`config.mk`:
```
export PLATFORM = sky130hd
export DESIGN_NAME = sle_store
export DESIGN_NICKNAME = d
export VERILOG_FILES = /design/src/hdl/sequential_list_engine_assert.svh /design/src/hdl/sle_pkg.sv /design/src/hdl/sle_store.sv
export SDC_FILE = /design/constraint.sdc
export NUM_CORES = 2
export LEC_CHECK = 0
export BUFFER_PORTS_ARGS = -buffer_cell sky130_fd_sc_hd__buf_2
export CAP_MARGIN = 20
export CORE_ASPECT_RATIO = 1.2
export CORE_MARGIN = 5
export CORE_UTILIZATION = 52
export CTS_CLUSTER_DIAMETER = 80
export DETAILED_ROUTE_END_ITERATION = 8
export GPL_TIMING_DRIVEN = 0
export PLACE_DENSITY_LB_ADDON = 0.05
export REMOVE_ABC_BUFFERS = 1
export SLEW_MARGIN = 40
export SYNTH_ARGS = -nofsm -noshare
export SYNTH_HDL_FRONTEND = slang
export SYNTH_SLANG_ARGS = --single-unit
```
`constraint.sdc`:
```
create_clock -name clk -period 4.67 [get_ports clk]
set_clock_uncertainty 0.1 [all_clocks]
set_input_delay 0.467 -clock clk [delete_from_list [all_inputs] [get_ports clk]]
set_output_delay 0.467 -clock clk [all_outputs]
set_load 0.05 [all_outputs]
```
`src/hdl/sequential_list_engine_assert.svh`:
```
// ---------------------------------------------------------------------------
// sequential_list_engine_assert.svh
// Assertion macros for the list engine; empty when SYNTHESIS is defined.
// ---------------------------------------------------------------------------
`ifndef SEQUENTIAL_LIST_ENGINE_ASSERT_SVH
`define SEQUENTIAL_LIST_ENGINE_ASSERT_SVH
`ifndef SYNTHESIS
`define SLE_ASSERT_IMP(lbl, pre, post, msg) \
	lbl: assert property (@(posedge clk) disable iff (!arst_n) (pre) |-> (post)) \
		else $error(msg);
`define SLE_ASSERT_NXT(lbl, pre, post, msg) \
	lbl: assert property (@(posedge clk) disable iff (!arst_n) (pre) |=> (post)) \
		else $error(msg);
`else
`define SLE_ASSERT_IMP(lbl, pre, post, msg)
`define SLE_ASSERT_NXT(lbl, pre, post, msg)
`endif
`endif

```
`src/hdl/sle_pkg.sv`:
```
// ---------------------------------------------------------------------------
// sle_pkg
// Shared types and constants of the list engine.
// ---------------------------------------------------------------------------
package sle_pkg;

	localparam int CAPACITY_DEF = 128;

	typedef enum logic [2:0] {
		REQ_INSERT = 3'd0,
		REQ_DELETE = 3'd1,
		REQ_LOCATE = 3'd2,
		REQ_GET    = 3'd3,
		REQ_SORT   = 3'd4
	} req_t;

	typedef enum logic [1:0] {
		ST_OK       = 2'd0,
		ST_BAD      = 2'd1,
		ST_FULL     = 2'd2,
		ST_NOTFOUND = 2'd3
	} status_t;

	typedef enum logic [2:0] {
		S_IDLE,
		S_INS,
		S_DEL,
		S_LOC,
		S_GET,
		S_SORT,
		S_FIN
	} state_t;

	typedef struct packed {
		status_t            status;
		logic [6:0]         found_index;
		logic signed [31:0] read_value;
		logic [7:0]         count;
	} res_t;

endpackage

```
`src/hdl/sle_store.sv`:
```
// ---------------------------------------------------------------------------
// sle_store
// Element memory: one write port, one read port, registered read data.
// ---------------------------------------------------------------------------
module sle_store
	import sle_pkg::*;
#(
	parameter int DEPTH = CAPACITY_DEF
) (
	input  logic                             clk,
	input  logic                             we,
	input  logic [$clog2(DEPTH)-1:0]         waddr,
	input  logic signed [31:0]               wdata,
	input  logic                             re,
	input  logic [$clog2(DEPTH)-1:0]         raddr,
	output logic signed [31:0]               rdata
);

	logic signed [31:0] mem_q [DEPTH];
	logic signed [31:0] rdata_q;

	always_ff @(posedge clk) begin
		if (we) begin
			mem_q[waddr] <= wdata;
		end
	end

	always_ff @(posedge clk) begin
		if (re) begin
			rdata_q <= mem_q[raddr];
		end
	end

	assign rdata = rdata_q;

endmodule

```
Yosys cells after proc, flatten, opt, wreduce, memory -nomap -nowiden. Memory sizes are Yosys's and may differ from the RTL's. A register that Yosys moved wholly into a read port is not among the register bits. Index checks and enable logic that the tools add are counted.

Flip-flop bits (word level): 0. Bits in writable memories: 4096. Bits of input ports: 49. Memories kept: 1.

Memory list: mem_q (words 128, width 32, rd ports 1, clocked after memory_dff 1, wr ports 1, line sle_store.sv:19) `logic signed [31:0] mem_q [DEPTH];`.

Multiplexer cells: 2.

Operator list (count): 1-bit 2-to-1 mux (2).

Longest topological paths before layout.
Word-level depth: 2. Mapped depth: 8. Mapped depth without buffers: 4.

Least setup slack after synthesis. No wires, ideal clock.

Path type: input port to flip-flop. Start: input port we. End: memory mem_q[98][0], enable pin. Library setup time: 461 ps. Arrival: 3245 ps. Slack: 864 ps. Stages on the path: 3. Buffers on the path: 1. Cell sequence: clkbuf_1 -> nand4_1 -> nor3_1.

Word-level cells in the longest chain between the ends: 2.

RTL lines: start: declaration (line sle_store.sv:11) `input logic we,`; 1-bit 2-to-1 mux (line sle_store.sv:23) `if (we) begin`; 1-bit 2-to-1 mux (implied by the code) (line sle_store.sv:24) `mem_q[waddr] <= wdata;`; end: declaration (line sle_store.sv:19).

No other way between the ends.

==> reports/results.tsv <==
metric	value	unit
die_area	0.312	sq mm
synth_mux_area_share	19.6	%
clkLatencyLatePin	0.91	ns
critPathMaxFanout	78	
wl_per_cell	37.4	um
dieWidth	511	um
clk_pin_slew_worst_paths	0.06	ns
cts-buffers-inserted	404	
overflow	0	
avgSynthCellArea	26.1	sq um
grt_max_degree	101	
post_cts_resized	0	
final_cell_mix	4128 x edfxtp_1, 1344 x mux4_2, 413 x clkbuf_16	
ys.warnings.count	0	
syn2layout_area_growth	18.3	%
root_buffer	clkbuf_16	
synth_top_area_cell	edfxtp_1	
final_util	61.8	%
hold_viol	0	
num_vias	70400	
synth.area.top_cells	edfxtp_1 79%, mux4_2 19%, clkbuf_1 0.44%	
drive_above_1_share	37.5	%
outcome	completed	
seq_power_share	53.5	%
cp-end-kind	flip-flop	
p_leak	0.0573	uW
syn_inst	5990	
p_sw_share	21.2	%
drt_iter0_drc	8770	
reg2reg_slack	1.72	ns
wirelength	415000	um
p_int	60300	uW
htreeDepth	5	
synth_compound_area_share	0	%
grt_pass1_vias	72500	
yosys.area_share.simple	0.445	%
ys_seq_area_share	79.2	%
firstDrtPassIters	5	
max_freq	217	MHz
drtAntennaViolNets	0	
start_kind	primary input	
grt_pass1_wl	579000	um
initial_utilization	52.3	%
core_area	0.299	sq mm
power_frac_comb	5.6	%
track_usage	26.6	%
whs	0.110	ns
final_common_cell	edfxtp_1	
gp_congestion	0.764	
arrival	5.09	ns
worst_pin_slew	0.852	ns
die_h	611	um
timing.final.crit_share	98.6	%
slew_violations	0	
boundaryPins	81	
ys_seq_elements	4128	
relSlewSlack	43.0	%
synth-xor-area-share	0	%
setup_viol_count_final	0	
synth_fa_ha_area_share	0	%
cts_max_path_buffers	4	
clockPowerShare	40.9	%
p_sw	16200	uW
fin_crit	4.61	ns
p_per_area	413	mW/mm^2
drc_errors	0	
peakVddDrop	0.494	mV
clock_sinks	4128	
dp_hpwl	279000	um
rows	220	
synth_top_family_by_area	multiplexers	
crit_type	in -> reg	
layout.nets	6745	
total_power	76600	uW
portBuffers	80	
cts_tree	yes	
finalWorstSetupSlack	0.0635	ns
synthDominantCellAreaShare	79.2	%
place_ws	-0.882	ns
antenna_found_initial	51	
hp-class	in -> reg	
critical_path_required	5.16	ns
syn_area	0.157	sq mm
via_per_inst	6.34	
maxCapViolations	0	
synth.distinct_cells	16	
[synthesized netlist by cell type]
| cell type | instances |
|---|---|
| or3_1 | 1 |
| buf_1 | 50 |
| buf_4 | 3 |
| edfxtp_1 | 4128 |
| nand2_1 | 14 |
| nor2b_1 | 7 |
| clkbuf_1 | 182 |
| nor2_1 | 122 |
| nand2b_1 | 2 |
| mux2_2 | 32 |
| nand4_1 | 3 |
| buf_6 | 2 |
| nor3_1 | 9 |
| buf_2 | 79 |
| nand3_1 | 12 |
| mux4_2 | 1344 |
[power by group through the flow]
stage	combinational, uW	clock, uW	sequential, uW
3_3_place_gp	6710	0	41900
3_5_place_dp	4360	0	41800
6_report	4290	31300	41000
2_1_floorplan	1510	0	41900
5_1_grt	4450	33400	41000
4_1_cts	4380	31900	41000
[cells by family (layout without fill, tap and decap cells)]
| kind of cell | after synthesis | count (layout) |
|---|---|---|
| simple gates | 170 | 170 |
| mux | 1376 | 1376 |
| flops | 4128 | 4128 |
| buf+inv | 316 | 1339 |
| other cells | 0 | 89 |
[worst max-delay path, stage by stage]
cell and delay, ns:
buf_12 0.27, buf_16 0.35, buf_16 0.35, buf_16 0.39, buf_16 0.35, buf_16 0.37, mux4_2 0.39, mux4_2 0.68
mux4_2 0.62, mux2_2 0.40
[flip-flops by register name, summed over array words and instances, names as in the netlist]
register / cells
rdata: 32
mem_q: 4096
[per-layer routing]
metal,global-route usage [%],wire (um)
met5,0,69
met4,10.4,18100
met3,3.47,24900
met2,44.7,213000
met1,36.2,158000
[through the flow]
| stage | cell area (sq um) | setup TNS [ns] | std cells |
|---|---|---|---|
| 6_report | 185000 | 0 | 11100 |
| 3_5_place_dp | 172000 | -19.60 | 10300 |
| 4_1_cts | 185000 | 0 | 11000 |
| 2_1_floorplan | 155000 | 0 | 5674 |
| 3_3_place_gp | 161000 | -7549.93 | 9750 |
| 5_1_grt | 185000 | -0.0298 | 11100 |
[path summary, 6_finish.rpt]
path | from | to | cells after the start
setup / recovery | raddr[2] | rdata[27] | 10
hold / removal | raddr[5] | rdata[20] | 2
setup reg to reg | mem_q[127][16] | rdata[16] | 4
hold reg to reg | mem_q[5][23] | rdata[23] | 4
[repair_timing]
item                       in CTS  in global routing
setup endpoints to repair       0                  0
hold buffers                   33                  0
hold endpoints to repair     1501                  0
buffers inserted                0                  0
[layout make-up]
type / count / area [sq um]
flip-flops and latches: 4128 / 124000
fillers: 20200 / 114000
multi-input cells: 1546 / 32400
repair buffers: 616 / 11200
clock buffers: 504 / 10700
well taps: 3996 / 5000
clock inverters: 219 / 1800
diodes: 89 / 223
(Power assumes the default switching activity.)
