File: config.mk
export PLATFORM = sky130hd
export DESIGN_NAME = sle_seq
export DESIGN_NICKNAME = d
export VERILOG_FILES = /design/src/hdl/sle_pkg.sv /design/src/hdl/sle_seq.sv
export VERILOG_INCLUDE_DIRS = /design/src /design/src/hdl
export SDC_FILE = /design/constraint.sdc
export NUM_CORES = 1
export LEC_CHECK = 0
export BUFFER_PORTS_ARGS = -buffer_cell sky130_fd_sc_hd__buf_4
export CORE_ASPECT_RATIO = 0.8
export CORE_MARGIN = 2
export CORE_UTILIZATION = 45
export DETAILED_ROUTE_END_ITERATION = 8
export PLACE_DENSITY = 0.7
export SLEW_MARGIN = 15
export SYNTH_ARGS = -nofsm -noshare
export SYNTH_HDL_FRONTEND = slang
export SYNTH_SLANG_ARGS = --single-unit
File: constraint.sdc
create_clock -name clk -period 3.5 [get_ports clk]
set_clock_uncertainty 0.05 [all_clocks]
set_input_delay 0.35 -clock clk [delete_from_list [all_inputs] [get_ports clk]]
set_output_delay 0.35 -clock clk [all_outputs]
set_load 0.05 [all_outputs]
File: src/hdl/sequential_list_engine_assert.svh
// ---------------------------------------------------------------------------
// sequential_list_engine_assert.svh
// Assertion macros for the list engine; empty when SYNTHESIS is defined.
// ---------------------------------------------------------------------------
`ifndef SEQUENTIAL_LIST_ENGINE_ASSERT_SVH
`define SEQUENTIAL_LIST_ENGINE_ASSERT_SVH
`ifndef SYNTHESIS
`define SLE_ASSERT_IMP(lbl, pre, post, msg) \
	lbl: assert property (@(posedge clk) disable iff (!arst_n) (pre) |-> (post)) \
		else $error(msg);
`define SLE_ASSERT_NXT(lbl, pre, post, msg) \
	lbl: assert property (@(posedge clk) disable iff (!arst_n) (pre) |=> (post)) \
		else $error(msg);
`else
`define SLE_ASSERT_IMP(lbl, pre, post, msg)
`define SLE_ASSERT_NXT(lbl, pre, post, msg)
`endif
`endif

File: src/hdl/sle_pkg.sv
// ---------------------------------------------------------------------------
// sle_pkg
// Shared types and constants of the list engine.
// ---------------------------------------------------------------------------
package sle_pkg;

	localparam int CAPACITY_DEF = 128;

	typedef enum logic [2:0] {
		REQ_INSERT = 3'd0,
		REQ_DELETE = 3'd1,
		REQ_LOCATE = 3'd2,
		REQ_GET    = 3'd3,
		REQ_SORT   = 3'd4
	} req_t;

	typedef enum logic [1:0] {
		ST_OK       = 2'd0,
		ST_BAD      = 2'd1,
		ST_FULL     = 2'd2,
		ST_NOTFOUND = 2'd3
	} status_t;

	typedef enum logic [2:0] {
		S_IDLE,
		S_INS,
		S_DEL,
		S_LOC,
		S_GET,
		S_SORT,
		S_FIN
	} state_t;

	typedef struct packed {
		status_t            status;
		logic [6:0]         found_index;
		logic signed [31:0] read_value;
		logic [7:0]         count;
	} res_t;

endpackage

File: src/hdl/sle_seq.sv
// ---------------------------------------------------------------------------
// sle_seq
// Request sequencer: checks, shift walks, locate scan, get and bubble sort,
// all as streams of reads and writes through the element memory.
// ---------------------------------------------------------------------------
`include "sequential_list_engine_assert.svh"

module sle_seq
	import sle_pkg::*;
#(
	parameter int CAPACITY = CAPACITY_DEF
) (
	input  logic                             clk,
	input  logic                             arst_n,
	input  logic                             req_valid,
	output logic                             req_ready,
	input  logic [2:0]                       req_type,
	input  logic [7:0]                       position,
	input  logic signed [31:0]               value,
	output logic                             res_valid,
	output res_t                             res,
	input  logic                             out_free,
	output logic                             mem_we,
	output logic [$clog2(CAPACITY)-1:0]      mem_waddr,
	output logic signed [31:0]               mem_wdata,
	output logic                             mem_re,
	output logic [$clog2(CAPACITY)-1:0]      mem_raddr,
	input  logic signed [31:0]               mem_rdata
);

	localparam int AW = $clog2(CAPACITY);
	localparam int CW = $clog2(CAPACITY + 1);
	localparam int XW = ((CW > 8) ? CW : 8) + 1;

	state_t             state_q, state_d;
	logic [CW-1:0]      count_q, count_d;
	logic [CW-1:0]      idx_q, idx_d;
	logic [AW-1:0]      pm1_q, pm1_d;
	logic [AW-1:0]      last_q, last_d;
	logic signed [31:0] val_q, val_d;
	logic signed [31:0] cur_q, cur_d;
	logic               v_q, v_d;
	logic [AW-1:0]      rd_addr_s1;
	status_t            status_q, status_d;
	logic [AW-1:0]      found_q, found_d;
	logic signed [31:0] rdv_q, rdv_d;

	logic [XW-1:0]      pos_x, cnt_x, pm1_x, found_x;
	logic [CW-1:0]      idx_m1, idx_p1, cnt_m1;
	logic [AW-1:0]      rd_addr_p1, rd_addr_m1;

	assign pos_x      = XW'(position);
	assign cnt_x      = XW'(count_q);
	assign pm1_x      = pos_x - XW'(1);
	assign found_x    = XW'(found_q);
	assign idx_m1     = idx_q - CW'(1);
	assign idx_p1     = idx_q + CW'(1);
	assign cnt_m1     = count_q - CW'(1);
	assign rd_addr_p1 = rd_addr_s1 + AW'(1);
	assign rd_addr_m1 = rd_addr_s1 - AW'(1);

	assign res.status      = status_q;
	assign res.found_index = found_x[6:0];
	assign res.read_value  = rdv_q;
	assign res.count       = cnt_x[7:0];

	always_ff @(posedge clk or negedge arst_n) begin
		if (!arst_n) begin
			state_q <= S_IDLE;
			count_q <= '0;
			v_q     <= 1'b0;
		end else begin
			state_q <= state_d;
			count_q <= count_d;
			v_q     <= v_d;
		end
	end

	always_ff @(posedge clk) begin
		idx_q    <= idx_d;
		pm1_q    <= pm1_d;
		last_q   <= last_d;
		val_q    <= val_d;
		cur_q    <= cur_d;
		status_q <= status_d;
		found_q  <= found_d;
		rdv_q    <= rdv_d;
		if (mem_re) begin
			rd_addr_s1 <= mem_raddr;
		end
	end

	always_comb begin
		state_d   = state_q;
		count_d   = count_q;
		idx_d     = idx_q;
		pm1_d     = pm1_q;
		last_d    = last_q;
		val_d     = val_q;
		cur_d     = cur_q;
		v_d       = 1'b0;
		status_d  = status_q;
		found_d   = found_q;
		rdv_d     = rdv_q;
		mem_we    = 1'b0;
		mem_waddr = '0;
		mem_wdata = '0;
		mem_re    = 1'b0;
		mem_raddr = '0;
		req_ready = (state_q == S_IDLE);
		res_valid = (state_q == S_FIN);

		case (state_q)
			S_IDLE: begin
				if (req_valid) begin
					val_d    = value;
					pm1_d    = pm1_x[AW-1:0];
					found_d  = '0;
					rdv_d    = '0;
					status_d = ST_OK;
					case (req_t'(req_type))
						REQ_INSERT: begin
							if (position == 8'd0 || pos_x > cnt_x + XW'(1)) begin
								status_d = ST_BAD;
								state_d  = S_FIN;
							end else if (count_q == CW'(CAPACITY)) begin
								status_d = ST_FULL;
								state_d  = S_FIN;
							end else begin
								idx_d   = count_q;
								state_d = S_INS;
							end
						end
						REQ_DELETE: begin
							if (position == 8'd0 || pos_x > cnt_x) begin
								status_d = ST_BAD;
								state_d  = S_FIN;
							end else begin
								idx_d   = pos_x[CW-1:0];
								state_d = S_DEL;
							end
						end
						REQ_LOCATE: begin
							idx_d    = '0;
							status_d = ST_NOTFOUND;
							state_d  = (count_q == '0) ? S_FIN : S_LOC;
						end
						REQ_GET: begin
							if (pos_x >= cnt_x) begin
								status_d = ST_BAD;
								state_d  = S_FIN;
							end else begin
								mem_re    = 1'b1;
								mem_raddr = pos_x[AW-1:0];
								state_d   = S_GET;
							end
						end
						REQ_SORT: begin
							idx_d   = '0;
							last_d  = cnt_m1[AW-1:0];
							state_d = (count_q < CW'(2)) ? S_FIN : S_SORT;
						end
						default: begin
							status_d = ST_BAD;
							state_d  = S_FIN;
						end
					endcase
				end
			end
			S_INS: begin
				if (v_q) begin
					mem_we    = 1'b1;
					mem_waddr = rd_addr_p1;
					mem_wdata = mem_rdata;
				end
				if (idx_q > CW'(pm1_q)) begin
					mem_re    = 1'b1;
					mem_raddr = idx_m1[AW-1:0];
					idx_d     = idx_m1;
					v_d       = 1'b1;
				end else if (!v_q) begin
					mem_we    = 1'b1;
					mem_waddr = pm1_q;
					mem_wdata = val_q;
					count_d   = count_q + CW'(1);
					state_d   = S_FIN;
				end
			end
			S_DEL: begin
				if (v_q) begin
					mem_we    = 1'b1;
					mem_waddr = rd_addr_m1;
					mem_wdata = mem_rdata;
				end
				if (idx_q < count_q) begin
					mem_re    = 1'b1;
					mem_raddr = idx_q[AW-1:0];
					idx_d     = idx_p1;
					v_d       = 1'b1;
				end else if (!v_q) begin
					count_d = cnt_m1;
					state_d = S_FIN;
				end
			end
			S_LOC: begin
				if (v_q && mem_rdata == val_q) begin
					status_d = ST_OK;
					found_d  = rd_addr_s1;
				end
				if (v_q && mem_rdata >= val_q) begin
					state_d = S_FIN;
				end else if (idx_q < count_q) begin
					mem_re    = 1'b1;
					mem_raddr = idx_q[AW-1:0];
					idx_d     = idx_p1;
					v_d       = 1'b1;
				end else if (!v_q) begin
					state_d = S_FIN;
				end
			end
			S_GET: begin
				rdv_d   = mem_rdata;
				state_d = S_FIN;
			end
			S_SORT: begin
				// carry the running maximum; the smaller one settles behind it
				if (v_q) begin
					if (rd_addr_s1 == '0) begin
						cur_d = mem_rdata;
					end else begin
						mem_we    = 1'b1;
						mem_waddr = rd_addr_m1;
						mem_wdata = (cur_q > mem_rdata) ? mem_rdata : cur_q;
						cur_d     = (cur_q > mem_rdata) ? cur_q : mem_rdata;
					end
				end
				if (idx_q <= CW'(last_q)) begin
					mem_re    = 1'b1;
					mem_raddr = idx_q[AW-1:0];
					idx_d     = idx_p1;
					v_d       = 1'b1;
				end else if (!v_q) begin
					mem_we    = 1'b1;
					mem_waddr = last_q;
					mem_wdata = cur_q;
					idx_d     = '0;
					last_d    = last_q - AW'(1);
					if (last_q == AW'(1)) begin
						state_d = S_FIN;
					end
				end
			end
			S_FIN: begin
				if (out_free) begin
					state_d = S_IDLE;
				end
			end
			default: begin
				state_d = S_IDLE;
			end
		endcase
	end

	`SLE_ASSERT_IMP(a_no_rw_clash, mem_we && mem_re, mem_waddr != mem_raddr, "read and write hit one entry")
	`SLE_ASSERT_IMP(a_count_cap, 1'b1, count_q <= CW'(CAPACITY), "count above capacity")
	`SLE_ASSERT_IMP(a_fin_drained, state_q == S_FIN, !v_q, "read still in flight at finish")
	`SLE_ASSERT_IMP(a_count_src, count_q != $past(count_q), $past(state_q) == S_INS || $past(state_q) == S_DEL, "count changed outside insert or delete")
	`SLE_ASSERT_NXT(a_idle_hold, state_q == S_IDLE && !req_valid, state_q == S_IDLE && count_q == $past(count_q), "idle engine moved")

endmodule

## Word-level counts from Yosys, hierarchy flattened

Index checks and enable logic that the tools add are counted.

- Bits in registers: 146
- Output and inout bits: 99
- Logic and storage cells: 181

- Equality and inequality tests: 32
- Magnitude comparators: 9
- Add/sub/neg operators: 9
- Mux-type cells: 96
- Reductions and logical operators: 23

Operator list:

| operator | number |
|---|---|
| 32-bit two-way mux | 11 |
| 7-bit two-way mux | 21 |
| 8-bit two-way mux | 13 |
| 32-bit one-hot mux with 3 select lines | 1 |
| 32-bit one-hot mux with 2 select lines | 1 |
| 8-bit one-hot mux with 5 select lines | 1 |
| 3-bit two-way mux | 13 |
| 7-bit one-hot mux with 5 select lines | 1 |
| 32-bit equality test | 1 |
| 32-bit greater-or-equal comparator | 1 |
| 32-bit > comparator | 1 |
| 7-bit one-hot mux with 2 select lines | 2 |
| 2-bit inequality test (second input constant) | 12 |
| 8-bit one-hot mux with 3 select lines | 1 |
| 3-bit one-hot mux with 7 select lines | 1 |
| 7-bit one-hot mux with 3 select lines | 1 |
| 7-bit by 1-bit subtractor with 7-bit output (second input constant) | 3 |
| 8-bit by 1-bit adder with 8-bit output (second input constant) | 2 |
| 8-bit zero test | 2 |
| 1-bit two-way mux | 16 |
| 8-bit one-hot mux with 2 select lines | 1 |
| 8-bit by 1-bit subtractor with 8-bit output (second input constant) | 2 |
| 3-bit one-hot mux with 5 select lines | 1 |
| 3-bit by 2-bit equality test with 1-bit output (second input constant) | 4 |
| other kinds (34) | 56 |

## Depth between registers and ports, before layout

- Word-level depth: 7
- Gate-level depth with buffers: 13

## Least setup slack after synthesis

No wires, ideal clock.

- Path kind: reg-to-reg
- From: reg count_q[6]
- To: reg rd_addr_s1[6] (data pin)
- Stages on the path, launching flop included: 11
- Data arrival time: 3682 ps
- Path slack: -651 ps
- Path buffers: 1
- Path through: dfrtp_1 > clkbuf_1 > inv_1 > ha_1 > or4_1 > a21oi_1 > o21a_1 > nor2_1 > nor2_1 > a21oi_1 > o21ai_0

- Cells in the longest elaborated chain, start to end: 5
- Elaborated cells on any way between the ends: 8

RTL lines:

| item | RTL line | text |
|---|---|---|
| from (decl) | sle_seq.sv:36 | `logic [CW-1:0] count_q, count_d;` |
| from (signal assigned) | sle_seq.sv:74 | `count_q <= count_d;` |
| 8-bit greater-or-equal comparator | sle_seq.sv:149 | `if (pos_x >= cnt_x) begin` |
| 7-bit two-way mux | sle_seq.sv:149 |  |
| 7-bit two-way mux | sle_seq.sv:121 | `case (req_t'(req_type))` |
| 7-bit two-way mux | sle_seq.sv:115 | `if (req_valid) begin` |
| 7-bit one-hot mux with 5 select lines * | sle_seq.sv:113 | `case (state_q)` |
| via mem_raddr[6] | sle_seq.sv:27 | `output logic [$clog2(CAPACITY)-1:0] mem_raddr,` |
| to (signal assigned) | sle_seq.sv:89 | `rd_addr_s1 <= mem_raddr;` |
| to (decl) | sle_seq.sv:43 | `logic [AW-1:0] rd_addr_s1;` |

Mark *: on every way through the listed nets, which the timed path passes. The rest lies on a longest branch.
A chain may end at the register's enable or synchronous reset.

## Worst setup path in the final report

- From: reg cur_q[1]
- To: out mem_wdata[26]

- Cells in the longest elaborated chain, start to end: 7

RTL lines:

| item | RTL line | text |
|---|---|---|
| from (decl) | sle_seq.sv:41 | `logic signed [31:0] cur_q, cur_d;` |
| from (signal assigned) | sle_seq.sv:84 | `cur_q <= cur_d;` |
| 32-bit > comparator * | sle_seq.sv:233 | `mem_wdata = (cur_q > mem_rdata) ? mem_rdata : cur_q;` |
| 32-bit two-way mux * | sle_seq.sv:233 |  |
| 32-bit two-way mux * | sle_seq.sv:228 | `if (rd_addr_s1 == '0) begin` |
| 32-bit two-way mux * | sle_seq.sv:227 | `if (v_q) begin` |
| 32-bit two-way mux | sle_seq.sv:242 | `end else if (!v_q) begin` |
| 32-bit two-way mux * | sle_seq.sv:237 | `if (idx_q <= CW'(last_q)) begin` |
| 32-bit one-hot mux with 3 select lines * | sle_seq.sv:113 |  |
| to (decl) | sle_seq.sv:25 | `output logic signed [31:0] mem_wdata,` |

Every way passes the cells marked *; elsewhere a longest branch is shown, timed or not.

==> out/metrics.yaml <==
setup_ws_ns: -0.09605
cts-root-buf: "clkbuf_16"
clock_path_buffers: 2
cap_viol_max_count: 0
swShare_pct: 48.60
routed_wl_mm: 34.83
power_frac_comb_pct: 59.8
total_power_uw: 11560
synth_area_leaders: "edfxtp_1 (40%), ha_1 (14%), inv_1 (4.1%), a221o_1 (3.5%), nor3_1 (3.1%)"
io_pins: 178
slowest_stage: "edfxtp_1"
cts_tree: "yes"
syn_area_mm2: 0.01015
area_growth_pct: 36.12
ys_ff_latch: 146
diodes: 0
cts_sinks: 146
die_height_um: 138.3
status: "complete, but fails checks"
max_freq_mhz: 278.1
routed_via_density: 5.995
first_pass_iters: 5
multiInputGateArea_mm2: 0.005725
register_area_mm2: 0.004333
drtIter0Drc: 1125
crit_chain: "ha_1 > nor2b_4 > o211a_1 > o311a_1 > o31ai_4 > a21oi_4 > buf_6 > o21bai_4 > clkbuf_16 > a221o_1 > buf_6"
yosysWarnings: 0
crit_family: "compound AO/OA/AOI/OAI gates"
seqPwrFrac_pct: 24.3
p_switching_uw: 5617
synth_cells: 1035
fin_crit_sh_pct: 102.7
grt_use_total_pct: 27.58
clkPwrFrac_pct: 15.9
htreeDepth: 4
vdd_drop_max_mv: 0.5112
hold_viol_final: 0
slew_viol_final: 0
rsz0062_at_grt: "true"
setup_viol: 32
grt_pass1_wl_mm: 50.30
row_count: 49
clk_latency_ns: 0.44
yosysTopAreaCell: "edfxtp_1"
synth_edf_count: 134
drc: 0
cts_made_buffers: 17
crit_path_max_incr_delay_ns: 0.43
nNetsFinal: 1478
place.port_buffers: 177
dp_hpwl_mm: 24.14
antenna_found_initial: 0
drive_gt1_share_pct: 30.46
vias: 9628
crit_path_end_kind: "primary output"
core_mm2: 0.02232
fillers: 1861
gp_congestion: 1.014
start_kind: "flip-flop"
grt-ovfl-total: 0
yosysSeqAreaShare_pct: 42.62
die_x_um: 171.9
critPathMaxFanout: 8
dieArea_mm2: 0.02377
layout_min_cycle_time_ns: 3.596
yosysMostFrequentCell: "edfxtp_1"
synth_top_cell_area_share_pct: 39.66
power.density_mw_per_mm2: 836.9
wire_per_inst_um: 21.69
start_util_pct: 45.46
yosysUniqueCellTypes: 67
grt_pass1_vias: 8808
rrSetupSlack_ns: 0.25
postPlaceCellArea_mm2: 0.01223
cp_common_cell: "buf_6"
p_int_uw: 5940
synth_fp_nets: 1226
worst-setup-path-type: "flip-flop to primary output"
cp.buffers_inverters: 3
grt_max_degree: 48
synthFlopType: "edfxtp_1"
utilization_pct: 61.89
p_leak_uw: 0.005945
tightest_slew_ns: 0.8419
synthArstFlopShare_pct: 8.219
timing.slew.headroom_pct: 43.67
yosys-top-cells-count: "edfxtp_1 (134), ha_1 (112), inv_1 (112), nand2_1 (66), nor3_1 (62)"
final_area_mm2: 0.01381
required_ns: 3.10
cp.arrival_ns: 3.20
worstHoldPathType: "primary input to flip-flop"
path_clk_slew_ns: 0.07
synth_area_per_cell_um2: 9.803
violations: "setup timing"
drtAntennaViolNets: 0
[logic make-up after synthesis]
logic type	after synthesis	share of synthesized area [%]
xor gates and xnor gates	40	3.453
AOI/OAI and AO/OA	244	16.93
muxes	2	0.3206
DFF	146	42.62
adders and majority gates	112	13.81
buffers and inverters	157	6.067
and+or+nand+nor	334	16.80
[sequential cells by signal (all words and copies together), names as in the netlist, 7 cells and up]
| name | flops |
|---|---|
| cur_q | 32 |
| count_q | 8 |
| idx_q | 8 |
| rd_addr_s1 | 7 |
| pm1_q | 7 |
| rdv_q | 32 |
| last_q | 7 |
| found_q | 7 |
| val_q | 32 |
[metrics by stage]
step	TNS [ns]	cells	setup slack (ns)	hold slack, ns
2_1_floorplan	0	1035	0.006608	0.004409
3_3_place_gp	0	1532	0.1511	0.1764
3_5_place_dp	0	1532	0.07441	0.1765
4_1_cts	-1.117	1571	-0.06477	0.02455
5_1_grt	-5.513	1606	-0.1999	0.02060
6_report	-1.921	1606	-0.09605	0.03172
[area by class of cell]
| cell class | instances | share of cell area [%] |
|---|---|---|
| sequential | 146 | 31.37 |
| clock buffer | 17 | 3.080 |
| timing repair buffer | 277 | 17.17 |
| inverter | 113 | 3.071 |
| clock inverter | 15 | 1.078 |
| multi-input combinational | 732 | 41.46 |
| tap | 306 | 2.772 |
[timing repair]
item                                    CTS  global route
endpoints found under the setup margin   42            51
setup buffers                             6            29
pin swaps                                 9            57
hold endpoints to repair                 12             0
cloned                                    0             6
gates resized for setup                  47            76
hold buffers                              1             0
[cell usage in the layout (no fill, tap or decap), drive strengths merged, types with 7 or more instances in the layout]
| cell | count |
|---|---|
| a211oi | 7 |
| a21oi | 60 |
| a221o | 35 |
| a221oi | 7 |
| a22oi | 14 |
| a31oi | 7 |
| and3 | 45 |
| buf | 272 |
| clkbuf | 21 |
| clkinv | 9 |
| dfrtp | 12 |
| edfxtp | 134 |
| ha | 112 |
| inv | 118 |
| nand2 | 66 |
| nand2b | 8 |
| nand3 | 27 |
| nand4 | 22 |
| nor2 | 58 |
| nor2b | 10 |
| nor3 | 62 |
| nor4 | 9 |
| o21ai | 49 |
| o221ai | 7 |
| or3 | 7 |
| xnor2 | 34 |
[worst paths after layout]
check | depth (start not counted) | end | startpoint
max | 11 | mem_wdata[26] | cur_q[1]$_DFFE_PP_
max reg2reg | 13 | idx_q[0]$_DFFE_PP_ | count_q[1]$_DFFE_PN0P_
min reg2reg | 2 | count_q[0]$_DFFE_PN0P_ | count_q[0]$_DFFE_PN0P_
min in group asynchronous | 2 | v_q$_DFF_PN0_ | arst_n
min | 1 | val_q[22]$_DFFE_PP_ | value[22]
max in group asynchronous | 2 | count_q[5]$_DFFE_PN0P_ | arst_n
[power groups by stage]
stage / sequential, uW / clock, uW / combinational, uW
5_1_grt: 2850 / 1920 / 7320
2_1_floorplan: 3510 / 0 / 3370
3_3_place_gp: 2850 / 0 / 6190
3_5_place_dp: 2850 / 0 / 6230
4_1_cts: 2820 / 1850 / 6420
6_report: 2810 / 1840 / 6910
[worst register-to-register path: cells and delay by family (launching register included)]
kind                       cells  cell delay (ns)
and+or+nand+nor                5             1.04
adders and majority gates      1             0.30
AOI/OAI and AO/OA              4             0.66
xor gates and xnor gates       1             0.14
DFF                            1             0.43
buffers and inverters          2             0.34
[per-layer routing]
| layer | global-route usage (%) | up-vias | share of wire (%) |
|---|---|---|---|
| li1 | - | 4404 | - |
| met1 | 42.71 | 4610 | 45 |
| met2 | 39.29 | 555 | 43 |
| met3 | 4.638 | 59 | 10 |
| met4 | 8.138 | 0 | 2.2 |
| met5 | 0 | - | 0 |
(Power assumes the default switching activity.)
